===== src/tkps_pkg.sv =====
package tkps_pkg;

  localparam int MAX_TOP_K_DEF      = 64;
  localparam int VOCAB_MAX_DEF      = 65536;
  localparam int EXP_TABLE_BITS_DEF = 8;

  localparam int DIV_W = 40;

  localparam logic [63:0] XS_MULT   = 64'd2685821657736338717;
  localparam logic [16:0] LOG2E_Q16 = 17'd94548;
  localparam logic [63:0] LN2_Q32   = 64'd2977044472;

  localparam logic [15:0] TEMPERATURE_RST = 16'd256;
  localparam logic [6:0]  TOP_K_RST       = 7'd40;
  localparam logic [16:0] TOP_P_RST       = 17'd65536;
  localparam logic [15:0] PENALTY_RST     = 16'd256;
  localparam logic [63:0] SEED_RST        = 64'd1;

  typedef enum logic [2:0] {
    REG_TEMPERATURE = 3'd0,
    REG_TOP_K       = 3'd1,
    REG_TOP_P       = 3'd2,
    REG_PENALTY     = 3'd3,
    REG_SEED        = 3'd4
  } reg_idx_t;

  typedef enum logic [4:0] {
    ST_IDLE,
    ST_PREP,
    ST_PEN,
    ST_KEY,
    ST_TMP,
    ST_INS,
    ST_GRD,
    ST_WMUL,
    ST_WEXP,
    ST_PRD,
    ST_PSTART,
    ST_PWAIT,
    ST_RND0,
    ST_RND1,
    ST_RND2,
    ST_RND3,
    ST_RND4,
    ST_TMUL,
    ST_SRD,
    ST_SCHK
  } state_t;

  typedef struct packed {
    logic ins;
    logic drain;
  } cell_ctrl_t;

  // One entry of the 2^(-j/2^bits) table in Q0.16, built from a series for e^(-a).
  function automatic logic [15:0] exp_entry(input int unsigned j, input int unsigned bits);
    logic [63:0] a;
    logic [63:0] term;
    logic [63:0] sum;
    logic [63:0] e;
    a    = (64'(j) * LN2_Q32) >> bits;
    term = 64'd1 << 32;
    sum  = 64'd1 << 32;
    for (int n = 1; n <= 13; n++) begin
      term = ((term * a) >> 32) / 64'(n);
      if ((n % 2) == 1) begin
        sum = sum - term;
      end else begin
        sum = sum + term;
      end
    end
    e = (sum + 64'd32768) >> 16;
    return (e > 64'd65535) ? 16'hFFFF : e[15:0];
  endfunction

endpackage


===== src/tkps_cell.sv =====
module tkps_cell (
  input  logic                   clk,
  input  tkps_pkg::cell_ctrl_t   ctrl,
  input  logic signed [31:0]     key,
  input  logic [15:0]            key_idx,
  input  logic                   occ,
  input  logic                   prev_ge,
  input  logic signed [31:0]     prev_val,
  input  logic [15:0]            prev_idx,
  input  logic signed [31:0]     next_val,
  input  logic [15:0]            next_idx,
  output logic signed [31:0]     val,
  output logic [15:0]            idx,
  output logic                   ge
);
  import tkps_pkg::*;

  assign ge = occ && (val >= key);

  always_ff @(posedge clk) begin
    if (ctrl.drain) begin
      val <= next_val;
      idx <= next_idx;
    end else if (ctrl.ins && !ge) begin
      if (prev_ge) begin
        val <= key;
        idx <= key_idx;
      end else begin
        val <= prev_val;
        idx <= prev_idx;
      end
    end
  end

endmodule


===== config.mk =====
export PLATFORM = sky130hd
export DESIGN_NAME = tkps_cell
export DESIGN_NICKNAME = d
export VERILOG_FILES = /design/src/tkps_pkg.sv /design/src/tkps_cell.sv
export SDC_FILE = /design/constraint.sdc
export NUM_CORES = 1
export LEC_CHECK = 0
export BUFFER_PORTS_ARGS = -buffer_cell sky130_fd_sc_hd__buf_2
export CORE_ASPECT_RATIO = 0.75
export CORE_MARGIN = 8
export CORE_UTILIZATION = 40
export DETAILED_ROUTE_END_ITERATION = 6
export MAX_ROUTING_LAYER = met4
export PLACE_DENSITY = 0.75
export RECOVER_POWER = 25
export SLEW_MARGIN = 20
export SYNTH_ARGS = -nofsm -noshare
export SYNTH_HDL_FRONTEND = slang
export SYNTH_SLANG_ARGS = --single-unit

===== constraint.sdc =====
create_clock -name clk -period 4 [get_ports clk]
set_input_delay 0.4 -clock clk [delete_from_list [all_inputs] [get_ports clk]]
set_output_delay 0.4 -clock clk [all_outputs]
set_load 0.005 [all_outputs]

==> out/results.tsv, run 1 <==
metric	value	unit
fillers	770	
Die H	94.18	µm
I/O Pins	198	
Synth cell types	27	
grt met2 use	29.05	%
router iterations before antenna repair	4	
Skew-Pair Late Insertion Delay	0.29	ns
Worst Setup Path Type	flop to flop	
Antenna diodes	0	
initial drt markers	128	
routing usage on met3	6.907	%
RSZ-0062 raised after global routing	false	
status	completed	
GP Congestion	0.7984	
H-tree levels	2	
Port Buf Inserts	197	
Reg area	1441	µm²
vias in the first global route	3335	
power per cell area	298.7	nW/µm²
total die area	11320	µm²
vias per cell	4.891	
Slew Limit Fails	0	
final hold viol count	0	
Clock power frac	21.5	%
Final period util	74.12	%
Post-CTS Setup Inserts	0	
Hold Buf Count CTS	0	
initial antenna violation count	0	
leak pwr	2.221	nW
min cycle time layout	2.965	ns
internal power	0.9243	mW
Setup crit start kind	flop	
synth-to-layout area growth	34.55	%
top cell type's share of synthesized area	44.22	%
Finished Core Util	55.63	%
Clk Tree Root Cell	clkbuf_8	
drc violations	0	
crit path cell chain	ha_1 -> nor2b_1 -> o211ai_2 -> a2111oi_1 -> or4b_1 -> a32oi_1 -> a211o_2 -> buf_12	
logic gate share of total power	28.3	%
Seq/Total Area, Yosys	44.22	%
Post-DP HPWL	8360	µm
Reg power frac	50.2	%
CORE AREA	7883	µm²
Cell Rows	28	
switch share	29.44	%
Avg WL per Cell	15.86	µm
Main synth FF type	edfxtp_1	
Layout Nets	699	
Cells after Synth	328	
largest net degree at the start of global routing	53	
Placed Area	4344	µm²
count leader, synth	nand2_1	
Max stage delay cell, worst path	or4b_1	
total gr overflow	0	
Peak VDD IR	0.0001291	V
most common library cells after synthesis	53 x nand2_1, 50 x o21ai_0, 48 x edfxtp_1, 48 x mux2i_1, 34 x inv_1	
Area contributors post-synth	edfxtp_1 44%, mux2i_1 15%, ha_1 12%	
cell taking the most area after synthesis	edfxtp_1	
global routing's busiest layer	met2	
Seq cells post-synth	48	
area of the multi-input gates	1623	µm²
Setup TNS Final	0	ns
Post-Syn Area per Cell	9.937	µm²
Post-Syn Nets	509	
Clock transition at path regs	0.09	ns
worst slew pin tran	0.8156	ns
endpoint type of the worst setup path	flop	
NetSw	0.3857	mW
die width	120.2	µm
slew margin rel.	45.63	%
clk_skew	0.006588	ns
Post-Route WL	9896	µm
Vias	3052	
ys async rst share	0	%
share of layout cells above drive strength 1	33.91	%
Resized Gates After CTS	0	
Worst path max stage delay	0.53	ns
Starting Density	41.35	%
first-pass GRT wire length	15740	µm
fmax	337.3	MHz
Worst EP arrival	2.97	ns
Longest Clk Path Bufs	2	
CTS tree	yes	
Worst Hold Class	primary input to flop	
synthesized area	3259	µm²
Final Cell Area	4385	µm²
CTS Sinks	48	
gr usage total	17.59	%
TritonCTS Buffers	5	
M1 GR Usage	20.28	%
max_cap viols	0	
Synth Warn #	0	
WP data required	4.00	ns
antenna-violating nets left	0	
Crit Path Max Fanout	30	
number of synthesized flops with an enable pin	48	
Setup violations, final	0	
-- critical path: cells and delay by family, from the launching register on --
kind | cells | cell delay, ns
AND/OR/NAND/NOR | 2 | 0.67
adder cells (fa/ha/maj) | 1 | 0.31
flip-flops | 1 | 0.42
buffers and inverters | 1 | 0.26
AO/OA/AOI/OAI | 4 | 0.99
-- power by group through the flow --
| stage | combinational, mW | clock (mW) | sequential, mW |
|---|---|---|---|
| floorplan | 0.181 | 0 | 0.674 |
| global placement | 0.372 | 0 | 0.663 |
| detailed placement | 0.387 | 0 | 0.668 |
| CTS | 0.389 | 0.289 | 0.657 |
| global route | 0.422 | 0.307 | 0.666 |
| finish | 0.371 | 0.282 | 0.657 |
-- cell families (layout without fill, tap and decap cells) --
| group | count (synthesis) | in the layout | share of synthesized area, % |
|---|---|---|---|
| AOI/OAI and AO/OA | 74 | 74 | 12.63 |
| adders and majority gates | 32 | 32 | 12.28 |
| buffers and inverters | 51 | 242 | 6.027 |
| DFF | 48 | 48 | 44.22 |
| muxes | 48 | 48 | 14.74 |
| and+or+nand+nor | 75 | 75 | 10.10 |
-- cells in the final DEF (no fill, tap or decap), drive strengths merged --
cell	Yosys	routed
buf	4	166
nand2	53	53
o21ai	50	50
mux2i	48	48
edfxtp	48	48
clkbuf	13	40
inv	34	34
ha	32	32
a21oi	13	13
nand4	6	6
nor2	5	5
nand3	4	4
a21o	3	3
nor3	2	2
nor4	1	1
nor2b	1	1
o211ai	1	1
a2111oi	1	1
o221a	1	1
or4b	1	1
a22oi	1	1
o21bai	1	1
a211oi	1	1
nand4b	1	1
a32oi	1	1
nand2b	1	1
a211o	1	1
clkinv	0	1
clkinvlp	0	1
-- layout make-up --
cell class	count	share of cell area (%)
repair buffers	200	22.31
multi-input cells	229	37.00
flip-flops and latches	48	32.87
inverters	34	2.910
clock buffers	6	1.655
clock inverters	2	0.2568
well taps	105	2.996
-- through the flow --
stage / power [mW] / instances / hold WS, ns / setup WS (ns)
global route: 1.395 / 624 / 0.3773 / 0.8736
floorplan: 0.8549 / 328 / 0.5871 / 0.7529
detailed placement: 1.055 / 616 / 0.6849 / 0.8975
global placement: 1.036 / 616 / 0.6829 / 0.9527
CTS: 1.334 / 624 / 0.3718 / 1.007
finish: 1.310 / 624 / 0.3817 / 1.035
-- metal layers --
layer  routed length [µm]  share of wire [%]  vias to the layer above
met4                   42               0.42                        0
met5                    0                  0                        -
li1                     -                  -                     1558
met1                 4299                 43                     1355
met2                 4576                 46                      135
met3                  976                9.9                        4
-- worst paths after layout --
| kind | slack [ns] | start | depth (start not counted) | to |
|---|---|---|---|---|
| worst max register to register | 1.04 | val[1]$_DFFE_PP_ | 8 | idx[4]$_DFFE_PP_ |
| worst max-delay path | 1.04 | val[1]$_DFFE_PP_ | 8 | idx[4]$_DFFE_PP_ |
| worst min register to register | 1.45 | val[31]$_DFFE_PP_ | 4 | val[28]$_DFFE_PP_ |
| worst min-delay path | 0.38 | next_idx[4] | 3 | idx[4]$_DFFE_PP_ |
-- sequential cells by signal, indices dropped and copies added (netlist names) --
signal	cells
val	32
idx	16
Power figures use the tool's default switching activity.
==> run 2: changes to the inputs <==
--- a/config.mk
+++ b/config.mk
@@ -5,6 +5,7 @@
 export SDC_FILE = /design/constraint.sdc
 export NUM_CORES = 1
 export LEC_CHECK = 0
+export ABC_AREA = 1
 export BUFFER_PORTS_ARGS = -buffer_cell sky130_fd_sc_hd__buf_2
 export CORE_ASPECT_RATIO = 0.75
 export CORE_MARGIN = 8
==> constraint.sdc (replaced) <==
create_clock -name clk -period 2.87 [get_ports clk]
set_input_delay 0.287 -clock clk [delete_from_list [all_inputs] [get_ports clk]]
set_output_delay 0.287 -clock clk [all_outputs]
set_load 0.005 [all_outputs]
==> out/results.tsv, run 2 <==
metric	value	unit	change
Starting Density	41.37	%	was 41.35%
antenna-violating nets left	0		unchanged
Setup violations, final	0		unchanged
commonest non-fill, non-tap cell in the layout	buf_2		unchanged
synth-to-layout area growth	36.33	%	was 34.55%
fillers	768		was 770
Hold EP	val[3]$_DFFE_PP_		was idx[4]$_DFFE_PP_
top cell type's share of synthesized area	44.00	%	was 44.22%
worst r2r src	val[13]$_DFFE_PP_		was val[1]$_DFFE_PP_
Crit Path Max Fanout	24		was 30
max FFs per register	32		unchanged
largest net degree at the start of global routing	78		was 53
Resized Gates After CTS	0		unchanged
Worst Setup Path Type	flop to flop		unchanged
WP data required	2.88	ns	was 4.00 ns
Cells after Synth	413		was 328
ys async rst share	0	%	unchanged
RSZ-0062 raised after global routing	false		unchanged
power per cell area	433.3	nW/µm²	was 298.7 nW/µm²
HP Start	next_val[3]		was next_idx[4]
most frequent cells in the layout	174 x buf_2, 118 x nand2_1, 59 x o21ai_0		was 163 x buf_2, 53 x nand2_1, 50 x o21ai_0
Setup crit start kind	flop		unchanged
share of layout cells above drive strength 1	31.95	%	was 33.91%
Post-Syn Nets	594		was 509
Hold Buf Count CTS	0		unchanged
Seq/Total Area, Yosys	44.00	%	was 44.22%
Area contributors post-synth	edfxtp_1 44%, nand2_1 14%, ha_1 12%		was edfxtp_1 44%, mux2i_1 15%, ha_1 12%
Worst R2R Setup Slack	0.45	ns	was 1.04 ns
Post-DP HPWL	8779	µm	was 8360 µm
NetSw	0.5665	mW	was 0.3857 mW
hold-critical path depth	3		unchanged
initial antenna violation count	1		was 0
slew margin rel.	9.650	%	was 45.63%
CTS Sinks	48		unchanged
vias in the first global route	3458		was 3335
GP Congestion	0.8266		was 0.7984
switch share	29.28	%	was 29.44%
TritonCTS Buffers	5		unchanged
CTS tree	yes		unchanged
Vias	3465		was 3052
first-pass GRT wire length	16380	µm	was 15740 µm
die width	120.5	µm	was 120.2 µm
Largest regs	val (32), idx (16)		unchanged
total gr overflow	0		unchanged
Peak VDD IR	0.0001945	V	was 0.0001291 V
final hold viol count	0		unchanged
initial drt markers	180		was 128
clk_skew	0.005450	ns	was 0.006588 ns
vias per cell	4.880		was 4.891
Main synth FF type	edfxtp_1		unchanged
largest reg by FF count	val		unchanged
H-tree levels	2		unchanged
internal power	1.368	mW	was 0.9243 mW
Final period util	84.28	%	was 74.12%
status	completed		unchanged
Post-CTS Setup Inserts	0		unchanged
I/O Pins	198		unchanged
Slew Limit Fails	0		unchanged
total die area	11370	µm²	was 11320 µm²
Reg power frac	46.8	%	was 50.2%
Clock transition at path regs	0.10	ns	was 0.09 ns
fmax	413.4	MHz	was 337.3 MHz
leak pwr	2.281	nW	was 2.221 nW
Worst Hold Class	primary input to flop		unchanged
most common library cells after synthesis	119 x nand2_1, 58 x o21ai_0, 50 x a21oi_1		was 53 x nand2_1, 50 x o21ai_0, 48 x edfxtp_1, 48 x mux2i_1, 34 x inv_1
Synth Warn #	0		unchanged
Setup TNS Final	0	ns	unchanged
Clk Tree Root Cell	clkbuf_8		unchanged
max_cap viols	0		unchanged
drc violations	0		unchanged
Seq cells post-synth	48		unchanged
endpoint type of the worst setup path	flop		unchanged
Cell Rows	28		unchanged
number of synthesized flops with an enable pin	48		unchanged
reg2reg path depth	13		was 8
Layout Nets	784		was 699
Post-Syn Area per Cell	7.931	µm²	was 9.937 µm²
Synth cell types	20		was 27
router iterations before antenna repair	5		was 4
Avg WL per Cell	14.98	µm	was 15.86 µm
Clock power frac	26.2	%	was 21.5%
logic gate share of total power	27.0	%	was 28.3%
min cycle time layout	2.419	ns	was 2.965 ns
worst slew pin tran	1.355	ns	was 0.8156 ns
Die H	94.37	µm	was 94.18 µm
Finished Core Util	56.40	%	was 55.63%
Crit Reg-Reg Endpoint	val[8]$_DFFE_PP_		was idx[4]$_DFFE_PP_
WHS	0.2585	ns	was 0.3817 ns
CORE AREA	7918	µm²	was 7883 µm²
synthesized area	3276	µm²	was 3259 µm²
Longest Clk Path Bufs	2		unchanged
gr usage total	18.17	%	was 17.59%
cell taking the most area after synthesis	edfxtp_1		unchanged
Skew-Pair Late Insertion Delay	0.30	ns	was 0.29 ns
Post-Route WL	10640	µm	was 9896 µm
Port Buf Inserts	197		unchanged
Worst EP arrival	2.43	ns	was 2.97 ns
count leader, synth	nand2_1		unchanged
[run 2: cell types whose count changed in the layout (fill, tap and decap cells not counted), sizes merged, moves of 11 or more]
cell,delta
buf,+12
nand2,+67
nor2,+25
clkbuf,-11
mux2i,-48
a21oi,+38
[run 2: kinds of logic after synthesis]
family / Yosys count / synth area share [%]
buffers and inverters: 64 / 7.563
AO/OA/AOI/OAI: 114 / 17.76
flip-flops: 48 / 44.00
AND/OR/NAND/NOR: 155 / 18.45
adder cells (fa/ha/maj): 32 / 12.22
[run 2: worst max path at each step]
stage,startpoint,to,slack [ns],cells after the start
final,val[13]$_DFFE_PP_,val[8]$_DFFE_PP_,0.45,13
after global routing,val[13]$_DFFE_PP_,val[31]$_DFFE_PP_,0.19,13
after CTS,val[13]$_DFFE_PP_,idx[5]$_DFFE_PP_,0.37,13
after detailed placement,key[13],idx[5]$_DFFE_PP_,0.37,15
after global placement,key[13],idx[8]$_DFFE_PP_,0.41,15
after floorplan,val[31]$_DFFE_PP_,idx[0]$_DFFE_PP_,0.45,13
[run 2: cell type report]
type,count,area [µm²],share of cell area [%]
Inverter,45,168.9,3.783
Timing Repair Buffer,202,1017,22.78
Clock buffer,5,68.82,1.541
Antenna cell,1,2.502,0.05604
Sequential cell,48,1441,32.28
Clock inverter,3,46.29,1.037
Multi-Input combinational cell,301,1589,35.58
Tap cell,105,131.4,2.942
[run 2: critical path: stages (launching register included)]
cell and delay [ns]:
edfxtp_1 0.41, ha_1 0.31, a21oi_1 0.14, o21ai_0 0.10, a21oi_1 0.22, nand2_1 0.08, nand2_1 0.07, nand2_1 0.05
nand2_1 0.05, nand3_1 0.06, nand2_1 0.08, nand2_1 0.06, nand2_2 0.25, buf_12 0.23
[run 2: metrics by stage]
stage | cell area [µm²] | worst slack, ns | instances | total power [mW]
final | 4466 | 0.4512 | 710 | 1.935
after global routing | 4466 | 0.1908 | 710 | 2.053
after CTS | 4494 | 0.3734 | 709 | 1.966
after detailed placement | 4379 | 0.3713 | 701 | 1.457
after global placement | 4379 | 0.4140 | 701 | 1.440
after floorplan | 3278 | 0.4460 | 413 | 1.185
[run 2: power by group through the flow]
stage | sequential (mW) | clock, mW | combinational (mW)
finish | 0.906 | 0.507 | 0.522
global route | 0.916 | 0.534 | 0.603
CTS | 0.906 | 0.522 | 0.538
detailed placement | 0.921 | 0 | 0.535
global placement | 0.918 | 0 | 0.522
floorplan | 0.926 | 0 | 0.259
[run 2: layer usage]
| metal | vias to the layer above | track usage [%] | wire length (µm) |
|---|---|---|---|
| met5 | - | - | 0 |
| met4 | 0 | 4.663 | 152 |
| met3 | 11 | 3.816 | 728 |
| met2 | 124 | 30.78 | 5302 |
| met1 | 1571 | 21.71 | 4454 |
| li1 | 1759 | - | - |
