--- config.mk ---
export PLATFORM = sky130hd
export DESIGN_NAME = tkps_div
export DESIGN_NICKNAME = d
export VERILOG_FILES = /design/src/tkps_pkg.sv /design/src/tkps_div.sv
export SDC_FILE = /design/constraint.sdc
export NUM_CORES = 1
export LEC_CHECK = 0
export ABC_CLOCK_PERIOD_IN_PS = 3900
export BUFFER_PORTS_ARGS = -buffer_cell sky130_fd_sc_hd__buf_2
export CAP_MARGIN = 40
export CORE_MARGIN = 5
export CORE_UTILIZATION = 57
export CTS_BUF_LIST = sky130_fd_sc_hd__clkbuf_8
export DETAILED_ROUTE_END_ITERATION = 7
export PLACE_DENSITY = 0.83
export SLEW_MARGIN = 20
export SYNTH_ARGS = -nofsm -noshare
export SYNTH_HDL_FRONTEND = slang
export SYNTH_SLANG_ARGS = --single-unit
--- constraint.sdc ---
create_clock -name clk -period 3.9 [get_ports clk]
set_input_delay 0.39 -clock clk [delete_from_list [all_inputs] [get_ports clk]]
set_output_delay 0.39 -clock clk [all_outputs]
set_load 0.05 [all_outputs]
--- src/tkps_pkg.sv ---
package tkps_pkg;

  localparam int MAX_TOP_K_DEF      = 64;
  localparam int VOCAB_MAX_DEF      = 65536;
  localparam int EXP_TABLE_BITS_DEF = 8;

  localparam int DIV_W = 40;

  localparam logic [63:0] XS_MULT   = 64'd2685821657736338717;
  localparam logic [16:0] LOG2E_Q16 = 17'd94548;
  localparam logic [63:0] LN2_Q32   = 64'd2977044472;

  localparam logic [15:0] TEMPERATURE_RST = 16'd256;
  localparam logic [6:0]  TOP_K_RST       = 7'd40;
  localparam logic [16:0] TOP_P_RST       = 17'd65536;
  localparam logic [15:0] PENALTY_RST     = 16'd256;
  localparam logic [63:0] SEED_RST        = 64'd1;

  typedef enum logic [2:0] {
    REG_TEMPERATURE = 3'd0,
    REG_TOP_K       = 3'd1,
    REG_TOP_P       = 3'd2,
    REG_PENALTY     = 3'd3,
    REG_SEED        = 3'd4
  } reg_idx_t;

  typedef enum logic [4:0] {
    ST_IDLE,
    ST_PREP,
    ST_PEN,
    ST_KEY,
    ST_TMP,
    ST_INS,
    ST_GRD,
    ST_WMUL,
    ST_WEXP,
    ST_PRD,
    ST_PSTART,
    ST_PWAIT,
    ST_RND0,
    ST_RND1,
    ST_RND2,
    ST_RND3,
    ST_RND4,
    ST_TMUL,
    ST_SRD,
    ST_SCHK
  } state_t;

  typedef struct packed {
    logic ins;
    logic drain;
  } cell_ctrl_t;

  // One entry of the 2^(-j/2^bits) table in Q0.16, built from a series for e^(-a).
  function automatic logic [15:0] exp_entry(input int unsigned j, input int unsigned bits);
    logic [63:0] a;
    logic [63:0] term;
    logic [63:0] sum;
    logic [63:0] e;
    a    = (64'(j) * LN2_Q32) >> bits;
    term = 64'd1 << 32;
    sum  = 64'd1 << 32;
    for (int n = 1; n <= 13; n++) begin
      term = ((term * a) >> 32) / 64'(n);
      if ((n % 2) == 1) begin
        sum = sum - term;
      end else begin
        sum = sum + term;
      end
    end
    e = (sum + 64'd32768) >> 16;
    return (e > 64'd65535) ? 16'hFFFF : e[15:0];
  endfunction

endpackage

--- src/tkps_div.sv ---
module tkps_div #(
  parameter int DEN_W = 22
) (
  input  logic                          clk,
  input  logic                          rst,
  input  logic                          go,
  input  logic [tkps_pkg::DIV_W-1:0]    num,
  input  logic [DEN_W-1:0]              den,
  output logic                          done,
  output logic [tkps_pkg::DIV_W-1:0]    quo
);
  import tkps_pkg::*;

  localparam int CW = $clog2(DIV_W + 1);

  logic [CW-1:0]    cnt;
  logic [DEN_W-1:0] rem;
  logic [DEN_W-1:0] den_r;
  logic [DEN_W:0]   shifted;
  logic [DEN_W:0]   trial;

  assign shifted = {rem, quo[DIV_W-1]};
  assign trial   = shifted - {1'b0, den_r};

  always_ff @(posedge clk) begin
    if (rst) begin
      cnt  <= '0;
      done <= 1'b0;
    end else begin
      done <= 1'b0;
      if (go) begin
        cnt <= CW'(DIV_W);
      end else if (cnt != '0) begin
        cnt <= cnt - 1'b1;
        if (cnt == CW'(1)) begin
          done <= 1'b1;
        end
      end
    end
  end

  always_ff @(posedge clk) begin
    if (go) begin
      quo   <= num;
      rem   <= '0;
      den_r <= den;
    end else if (cnt != '0) begin
      if (shifted >= {1'b0, den_r}) begin
        rem <= trial[DEN_W-1:0];
        quo <= {quo[DIV_W-2:0], 1'b1};
      end else begin
        rem <= shifted[DEN_W-1:0];
        quo <= {quo[DIV_W-2:0], 1'b0};
      end
    end
  end

endmodule

==> results of run 1 <==
## layout by cell type, fill, tap and decap left out, types with 3 or more instances in the layout
master	instances
o21ai_0	10
a21o_1	7
o211ai_1	5
a21oi_1	17
mux2i_1	15
edfxtp_1	62
xor2_1	4
dfxtp_1	29
xnor2_1	14
nor2_1	39
a221oi_1	3
nor3_1	6
nand3b_1	3
nand2b_1	4
nand2_1	15
inv_1	30
or3_1	6
or4b_1	3
and3_1	3
nand4_1	5
a211oi_1	21
inv_8	3
nor2b_1	3
mux2_2	40
buf_4	5
nand3_1	8
clkbuf_8	9
o21a_1	3
ha_1	25
buf_2	104
## worst max path at each step
stage,cells past startpoint,to,slack (ns)
after floorplan,11,quo[0],1.02
after global placement,10,rem[19],1.04
after detailed placement,10,rem[17],0.97
after CTS,10,rem[17],0.91
after global routing,10,rem[17],0.70
final,10,rem[17],0.92
## flip-flops by register name, summed over array words and instances (netlist names)
name   cells
quo       40
den_r     22
rem       22
cnt        6
done       1
## routing by layer
metal / global-route usage, % / up-vias / share of wire (%)
li1: - / 1822 / -
met1: 25.69 / 1793 / 41
met2: 38.04 / 128 / 51
met3: 6.157 / 13 / 7.0
met4: 6.673 / 0 / 1.3
met5: 0 / - / 0
## area by class of cell
cell class	instances	area, µm²	share of cell area, %
clock inverter	7	75.07	1.311
multi-input combinational	295	2280	39.81
sequential	91	2442	42.65
timing repair buffer	109	558.0	9.744
tap	108	135.1	2.360
inverter	30	112.6	1.966
clock buffer	9	123.9	2.163
## through the flow
| step | total power [mW] | cell area, µm² | std cells |
|---|---|---|---|
| after floorplan | 2.289 | 4930 | 436 |
| after global placement | 2.526 | 5528 | 633 |
| after detailed placement | 2.564 | 5528 | 633 |
| after CTS | 3.216 | 5727 | 649 |
| after global routing | 3.386 | 5727 | 649 |
| final | 3.200 | 5727 | 649 |
## logic make-up (layout without fill, tap and decap cells)
| family | count (synthesis) | count (layout) | share of synthesized area, % |
|---|---|---|---|
| AOI/OAI and AO/OA | 89 | 89 | 12.84 |
| muxes | 56 | 56 | 12.41 |
| DFF | 91 | 91 | 49.54 |
| adders and majority gates | 26 | 26 | 6.751 |
| xor gates and xnor gates | 18 | 18 | 3.198 |
| and+or+nand+nor | 106 | 106 | 11.04 |
| buffers and inverters | 50 | 155 | 4.213 |
## power groups by stage
stage / clock, mW / sequential (mW) / combinational, mW
after floorplan: 0 / 1.61 / 0.676
after global placement: 0 / 1.33 / 1.20
after detailed placement: 0 / 1.34 / 1.23
after CTS: 0.663 / 1.32 / 1.23
after global routing: 0.711 / 1.34 / 1.34
final: 0.648 / 1.32 / 1.23
==> run summary, run 1 <==
status = complete, no violations
FFs w/ async S/R, synth = 0%
HPWL after DPL = 7990 µm
Slew HR = 64.32%
CTS sink count = 91
reg2reg start = den_r[2]
Placer Congestion = 0.9307
GRT Overall Usage = 21.67%
hold_sp = den[13]
FMAX = 335.0 MHz
Flop pwr share = 41.3%
Post-Route WL = 10870 µm
Row Count = 34
Vias per Instance = 5.787
Pint = 1.912 mW
first-pass GRT wire length = 18030 µm
Critical Path AT = 3.28 ns
Final WS setup = 0.9153 ns
CP Capture Type = flop
Leak = 2.449 nW
Netlist Area Pre-Place = 4930 µm²
largest net degree at the start of global routing = 45
initial antenna violation count = 0
RSZ-0062 raised after global routing = false
die width = 103 µm
largest stage delay on the critical path = 0.56 ns
Max clock buf depth = 2
Routed Antenna Nets = 0
fin crit share = 76.53%
wire per inst = 16.75 µm
n_diodes = 0
Clk Tree Root Cell = clkbuf_8
Yosys cell types = 56
sequential fraction of the synthesis area = 49.54%
final slew viol count = 0
# port buffers = 105
NumNets Final = 627
Area Growth Syn to Fin = 16.17%
CTS Buf Count = 9
Avg Synthesized Cell Area = 11.31 µm²
Die ar. = 10610 µm²
Post-Syn Instances = 436
final hold violation count = 0
post-synth top area share = 37.77%
Cell Chain, Critical Path = inv_1 -> ha_1 -> o211ai_1 -> a21oi_1 -> o21bai_1 -> a21oi_1 -> or4b_4 -> and2_4 -> or4b_1 -> o211ai_1
Final Util = 66.64%
Post-CTS Resized = 0
via count = 3756
Clk pwr share = 20.3%
Sw Pwr = 1.288 mW
htree depth = 3
drt drc = 0
switch share = 40.26%
1st-pass router iterations = 4
Clock transition at path regs = 0.11 ns
setup slack at placement = 0.9654 ns
worst ir drop on vdd = 339.6 µV
Hold Path End = den_r[13]
top-count cell post-synth = edfxtp_1
top area cells in the synthesized netlist = edfxtp_1 (38%), dfxtp_1 (12%), mux2_2 (9.1%)
CP required = 4.20 ns
CTS tree = built
worst hold slack = 0.1853 ns
Post CTS Setup Buffer Count = 0
Crit Reg-Reg Endpoint = rem[17]
startpoint class of the critical path = flop
Mapped Nets = 527
Worst Skew = 0.01316 ns
layout cell share with drive strength beyond 1 = 32.16%
CP top delay family = simple AND/OR/NAND/NOR gates
core area = 8593 µm²
final setup TNS = 0 ns
grt ovf = 0
worst r2r path cells = 10
crit path from = den_r[2]
synth cell count leaders = edfxtp_1 (62), mux2_2 (40), nor2_1 (39)
Top Ports = 106
initial DRC count = 201
fillers = 665
final setup violation count = 0
Starting Density = 57.37%
worst slew pin tran = 0.5351 ns
Die Height = 103 µm
CP Class = reg -> reg
Hold Path Depth = 1
post-synth top area cell = edfxtp_1
Worst-Skew Late Latency = 0.37 ns
vias in the first global route = 3865
reg2reg setup slack = 0.92 ns
WP buf/inv = 1
#FFs+latches synth = 91
cts hold-fix bufs = 0
Combinational Power Share = 38.5%
PD cells = 558.8 nW/µm²
Post-synth EDFFs = 62
MaxCap Viol Count = 0
crit path max-delay cell type = or4b_4
dominant synthesized flop cell = edfxtp_1
Hold/Removal Path Class = in -> reg
critical-path maximum fanout = 24
Yosys warning count = 0
Period minus WS final = 2.985 ns
(Power assumes the default switching activity.)
==> inputs of run 2 (changes only) <==
--- a/config.mk
+++ b/config.mk
@@ -5,14 +5,14 @@
 export SDC_FILE = /design/constraint.sdc
 export NUM_CORES = 1
 export LEC_CHECK = 0
-export ABC_CLOCK_PERIOD_IN_PS = 3900
+export ABC_CLOCK_PERIOD_IN_PS = 2570
 export BUFFER_PORTS_ARGS = -buffer_cell sky130_fd_sc_hd__buf_2
 export CAP_MARGIN = 40
 export CORE_MARGIN = 5
-export CORE_UTILIZATION = 57
+export CORE_UTILIZATION = 51
 export CTS_BUF_LIST = sky130_fd_sc_hd__clkbuf_8
 export DETAILED_ROUTE_END_ITERATION = 7
-export PLACE_DENSITY = 0.83
+export PLACE_DENSITY = 0.78
 export SLEW_MARGIN = 20
 export SYNTH_ARGS = -nofsm -noshare
 export SYNTH_HDL_FRONTEND = slang
==> constraint.sdc (replaced) <==
create_clock -name clk -period 2.57 [get_ports clk]
set_input_delay 0.257 -clock clk [delete_from_list [all_inputs] [get_ports clk]]
set_output_delay 0.257 -clock clk [all_outputs]
set_load 0.05 [all_outputs]
==> run summary, run 2 (synthesized netlist as in run 1, its figures left out) <==
Hold Path End = den_r[7]
WL met2 = 5782 µm
final slew viol count = 0
first-pass GRT wire length = 18000 µm
Worst Skew = 0.01483 ns
startpoint class of the critical path = flop
Hold Path Depth = 1
CTS sink count = 91
hold_sp = den[7]
Cell Chain, Critical Path = inv_2 -> ha_4 -> inv_2 -> fa_2 -> a21o_1 -> a21oi_2 -> nor2b_1 -> o41a_1 -> o41a_1 -> xor2_1 -> mux2i_1 -> a211oi_1
Die Height = 108.3 µm
met1 WL = 4918 µm
Period minus WS final = 2.703 ns
Design Power = 5.291 mW
Top Ports = 106
worst ir drop on vdd = 582.0 µV
critical-path maximum fanout = 2
MaxCap Viol Count = 0
CP Capture Type = flop
CTS Buf Count = 9
biggest regs = quo x40, den_r x22, rem x22
NumNets Final = 677
drt drc = 0
Hold/Removal Path Class = in -> reg
1st-pass router iterations = 4
status = finished, violations left
core area = 9328 µm²
layout cell share with drive strength beyond 1 = 42.81%
reg2reg setup slack = -0.13 ns
Sequential cell area = 2442 µm²
Starting Density = 52.85%
Routed Antenna Nets = 0
Slew HR = 58.21%
Final Util = 68.24%
Die ar. = 11730 µm²
vias in the first global route = 3865
Placer Congestion = 0.8674
die width = 108.3 µm
worst slew pin tran = 0.6269 ns
cts hold-fix bufs = 0
GRT Overall Usage = 19.36%
worst r2r path cells = 12
failing checks = negative setup slack
crit path max-delay cell type = edfxtp_1
Clock transition at path regs = 0.10 ns
initial antenna violation count = 1
Post-Route WL = 11330 µm
n_diodes = 0
area of the multi-input gates = 2457 µm²
max reg flops = 40
worst hold slack = 0.06782 ns
Final WS setup = -0.1330 ns
CTS tree = built
Row Count = 35
uppermost layer routed = met5
fin crit share = 105.2%
Max clock buf depth = 2
Finished Layout Cells = 720
Largest Register = quo
Leak = 2.739 nW
Crit Reg-Reg Endpoint = rem[12]
Clk Tree Root Cell = clkbuf_8
wire per inst = 15.73 µm
CP Class = reg -> reg
FMAX = 370.0 MHz
final setup TNS = -0.9425 ns
commonest non-fill, non-tap cell in the layout = buf_2
met3 wire length = 507 µm
htree depth = 3
Critical Path AT = 2.94 ns
initial DRC count = 204
most frequent cells in the layout = buf_2 (104), edfxtp_1 (62), buf_4 (50)
PD cells = 831.2 nW/µm²
HPWL after DPL = 7989 µm
Worst-Skew Late Latency = 0.36 ns
CP required = 2.80 ns
largest net degree at the start of global routing = 53
Area Growth Syn to Fin = 29.11%
via count = 3888
reg2reg start = quo[39]
final setup violation count = 20
# port buffers = 105
final hold violation count = 0
RSZ-0062 raised after global routing = true
largest stage delay on the critical path = 0.44 ns
Vias per Instance = 5.400
grt ovf = 0
fillers = 689
Placed Cells = 693
## run 2: cell types whose count changed in the layout (fill, tap and decap cells not counted), moves of 4 or more
cell      delta
a211oi_1     -4
a21oi_1      -4
buf_4       +45
a21oi_2      +4
a211oi_2     +4
## run 2: worst max path at each step
stage	from	to	slack [ns]	cells past startpoint
3_5_place_dp	quo[39]	rem[20]	-0.15	12
3_3_place_gp	quo[39]	rem[20]	-0.14	12
5_1_grt	quo[39]	rem[12]	-0.25	12
2_1_floorplan	quo[39]	quo[0]	-0.24	11
4_1_cts	quo[39]	rem[20]	-0.14	12
6_report	quo[39]	rem[12]	-0.13	12
## run 2: power by group
part / internal [mW] / switching, mW / total, mW
Clock: 0.467 / 0.546 / 1.01
Combinational: 0.944 / 1.34 / 2.29
Sequential: 1.85 / 0.143 / 1.99
## run 2: per-layer routing
metal	up-vias	global-route usage, %
li1	1923	-
met1	1873	25.07
met3	11	4.896
met5	-	0
met2	79	32.46
met4	2	5.050
## run 2: per-stage QoR
stage | instance area, µm² | setup slack, ns
floorplan | 4966 | -0.2410
global placement | 5902 | -0.1377
detailed placement | 5902 | -0.1466
CTS | 6255 | -0.1376
global route | 6365 | -0.2520
finish | 6365 | -0.1330
## run 2: what timing repair did
| item | in CTS | in global routing |
|---|---|---|
| setup buffers | 10 | 1 |
| pin swaps | 16 | 11 |
| resized for setup | 11 | 23 |
| gates cloned | 1 | 0 |
| setup endpoints to repair | 23 | 23 |
## run 2: cell type report
class                           count  area share [%]
Clock buffer                        9           1.946
Clock inverter                      7           1.278
Inverter                           30           1.769
Multi-Input combinational cell    295           38.61
Sequential cell                    91           38.37
Tap cell                          129           2.536
Timing Repair Buffer              159           15.49
## run 2: worst max-delay path, delay by kind of cell (launching register included)
kind	cells	cell delay (ns)
AO/OA/AOI/OAI	5	1.13
XOR/XNOR	1	0.15
adder cells (fa/ha/maj)	2	0.50
buffers and inverters	2	0.14
flip-flops	1	0.44
multiplexers	1	0.16
AND/OR/NAND/NOR	1	0.07
==> inputs of run 3 (changes only) <==
--- a/config.mk
+++ b/config.mk
@@ -12,7 +12,10 @@
 export CORE_UTILIZATION = 51
 export CTS_BUF_LIST = sky130_fd_sc_hd__clkbuf_8
 export DETAILED_ROUTE_END_ITERATION = 7
+export GPL_TIMING_DRIVEN = 0
 export PLACE_DENSITY = 0.78
+export RECOVER_POWER = 50
+export SETUP_SLACK_MARGIN = 0.3
 export SLEW_MARGIN = 20
 export SYNTH_ARGS = -nofsm -noshare
 export SYNTH_HDL_FRONTEND = slang
==> run summary, run 3 (synthesized netlist as in run 1, its figures left out) <==
initial DRC count = 245
cts hold-fix bufs = 0
HPWL after DPL = 8101 µm
NumNets Final = 662
Period minus WS final = 2.803 ns
biggest regs = quo x40, den_r x22, rem x22
startpoint class of the critical path = flop
Hold/Removal Path Class = in -> reg
final setup TNS = -3.756 ns
final setup violation count = 23
# port buffers = 105
Max clock buf depth = 2
worst ir drop on vdd = 599.9 µV
Worst-Skew Late Latency = 0.39 ns
MaxCap Viol Count = 0
initial antenna violation count = 0
worst hold slack = 0.03324 ns
Die ar. = 11730 µm²
grt ovf = 0
Leak = 2.464 nW
CTS sink count = 91
GRT Overall Usage = 20.05%
reg2reg setup slack = -0.23 ns
Top Ports = 106
final hold violation count = 0
1st-pass router iterations = 4
Row Count = 35
Final Util = 66.43%
drt drc = 0
Starting Density = 52.85%
Clock transition at path regs = 0.11 ns
Routed Antenna Nets = 0
Worst Skew = 0.01823 ns
status = finished, violations left
largest net degree at the start of global routing = 24
reg2reg start = den_r[4]
worst slew pin tran = 1.316 ns
critical-path maximum fanout = 10
CP Capture Type = flop
Critical Path AT = 2.96 ns
commonest non-fill, non-tap cell in the layout = buf_2
Die Height = 108.3 µm
Hold Path Depth = 1
failing checks = negative setup slack
RSZ-0062 raised after global routing = true
Crit Reg-Reg Endpoint = quo[0]
CP Class = reg -> reg
htree depth = 3
CTS Buf Count = 9
DP Area = 5657 µm²
Placer Congestion = 0.8756
Clk Tree Root Cell = clkbuf_8
vias in the first global route = 3823
CTS tree = built
core area = 9328 µm²
Hold Path End = den_r[20]
n_diodes = 0
final slew viol count = 0
most frequent cells in the layout = buf_2 (63), edfxtp_1 (62), clkbuf_1 (55)
layout cell share with drive strength beyond 1 = 34.03%
Slew HR = 12.27%
die width = 108.3 µm
Vias per Instance = 5.494
Final WS setup = -0.2328 ns
worst r2r path cells = 12
Largest Register = quo
wire per inst = 16.75 µm
crit path from = den_r[4]
CP required = 2.73 ns
FMAX = 356.8 MHz
fin crit share = 109.1%
PD cells = 834.2 nW/µm²
Post-Route WL = 11810 µm
setup slack at placement = -0.4342 ns
Area Growth Syn to Fin = 25.69%
first-pass GRT wire length = 18370 µm
Finished Cell Area = 6196 µm²
max reg flops = 40
hold_sp = den[20]
via count = 3873
## run 3: cell types whose count changed in the layout (fill, tap and decap cells not counted), moves of 6 or more
cell | before | now
buf_2 | 104 | 63
ha_1 | 22 | 16
clkbuf_1 | 0 | 55
buf_4 | 50 | 15
## run 3: cell type report
type	instances	area [µm²]
Tap cell	129	161.4
Multi-Input combinational cell	295	2531
Timing Repair Buffer	121	605.6
Timing Repair inverter	3	22.52
Inverter	30	116.4
Fill cell	743	3132
Buffer	20	115.1
Clock inverter	7	76.32
Clock buffer	9	123.9
Sequential cell	91	2444
## run 3: metrics by stage
step / std cells / total power, mW
2_1_floorplan: 436 / 3.498
3_3_place_gp: 670 / 3.877
3_5_place_dp: 670 / 3.932
4_1_cts: 697 / 5.057
5_1_grt: 705 / 5.451
6_report: 705 / 5.169
## run 3: what timing repair did
action / 4_1_cts / 5_1_grt
resized for setup: 26 / 31
endpoints found under the setup margin: 63 / 63
pin swaps: 24 / 16
setup buffers: 8 / 8
cloned: 3 / 0
## run 3: worst max-delay path: stages (launching register included)
cell,delay (ns)
edfxtp_1,0.37
inv_1,0.08
ha_1,0.24
buf_6,0.15
a21oi_4,0.16
nand2_2,0.09
o21bai_4,0.18
a21oi_2,0.09
or4b_4,0.54
and2_4,0.15
buf_6,0.13
buf_6,0.16
mux2_2,0.26
## run 3: report_power, final
part | leakage (nW) | switching, mW | internal [mW] | total (mW)
registers | 0.871 | 0.159 | 1.85 | 2.01
clock network | 0.103 | 0.607 | 0.389 | 0.995
logic | 1.49 | 1.34 | 0.822 | 2.17
## run 3: metal layers
metal | up-vias | GRT usage (%) | part of all wire [%]
li1 | 1889 | - | -
met1 | 1839 | 23.70 | 40
met2 | 117 | 34.64 | 51
met3 | 28 | 5.612 | 5.8
met4 | 0 | 7.665 | 2.5
met5 | - | 0 | 0
## run 3: how the worst max path moves through the flow
stage	to	slack, ns	cells past startpoint
floorplan	quo[0]	-0.24	11
global placement	quo[0]	-0.40	12
detailed placement	rem[5]	-0.43	13
CTS	rem[19]	-0.17	12
global route	rem[19]	-0.33	12
finish	quo[0]	-0.23	12
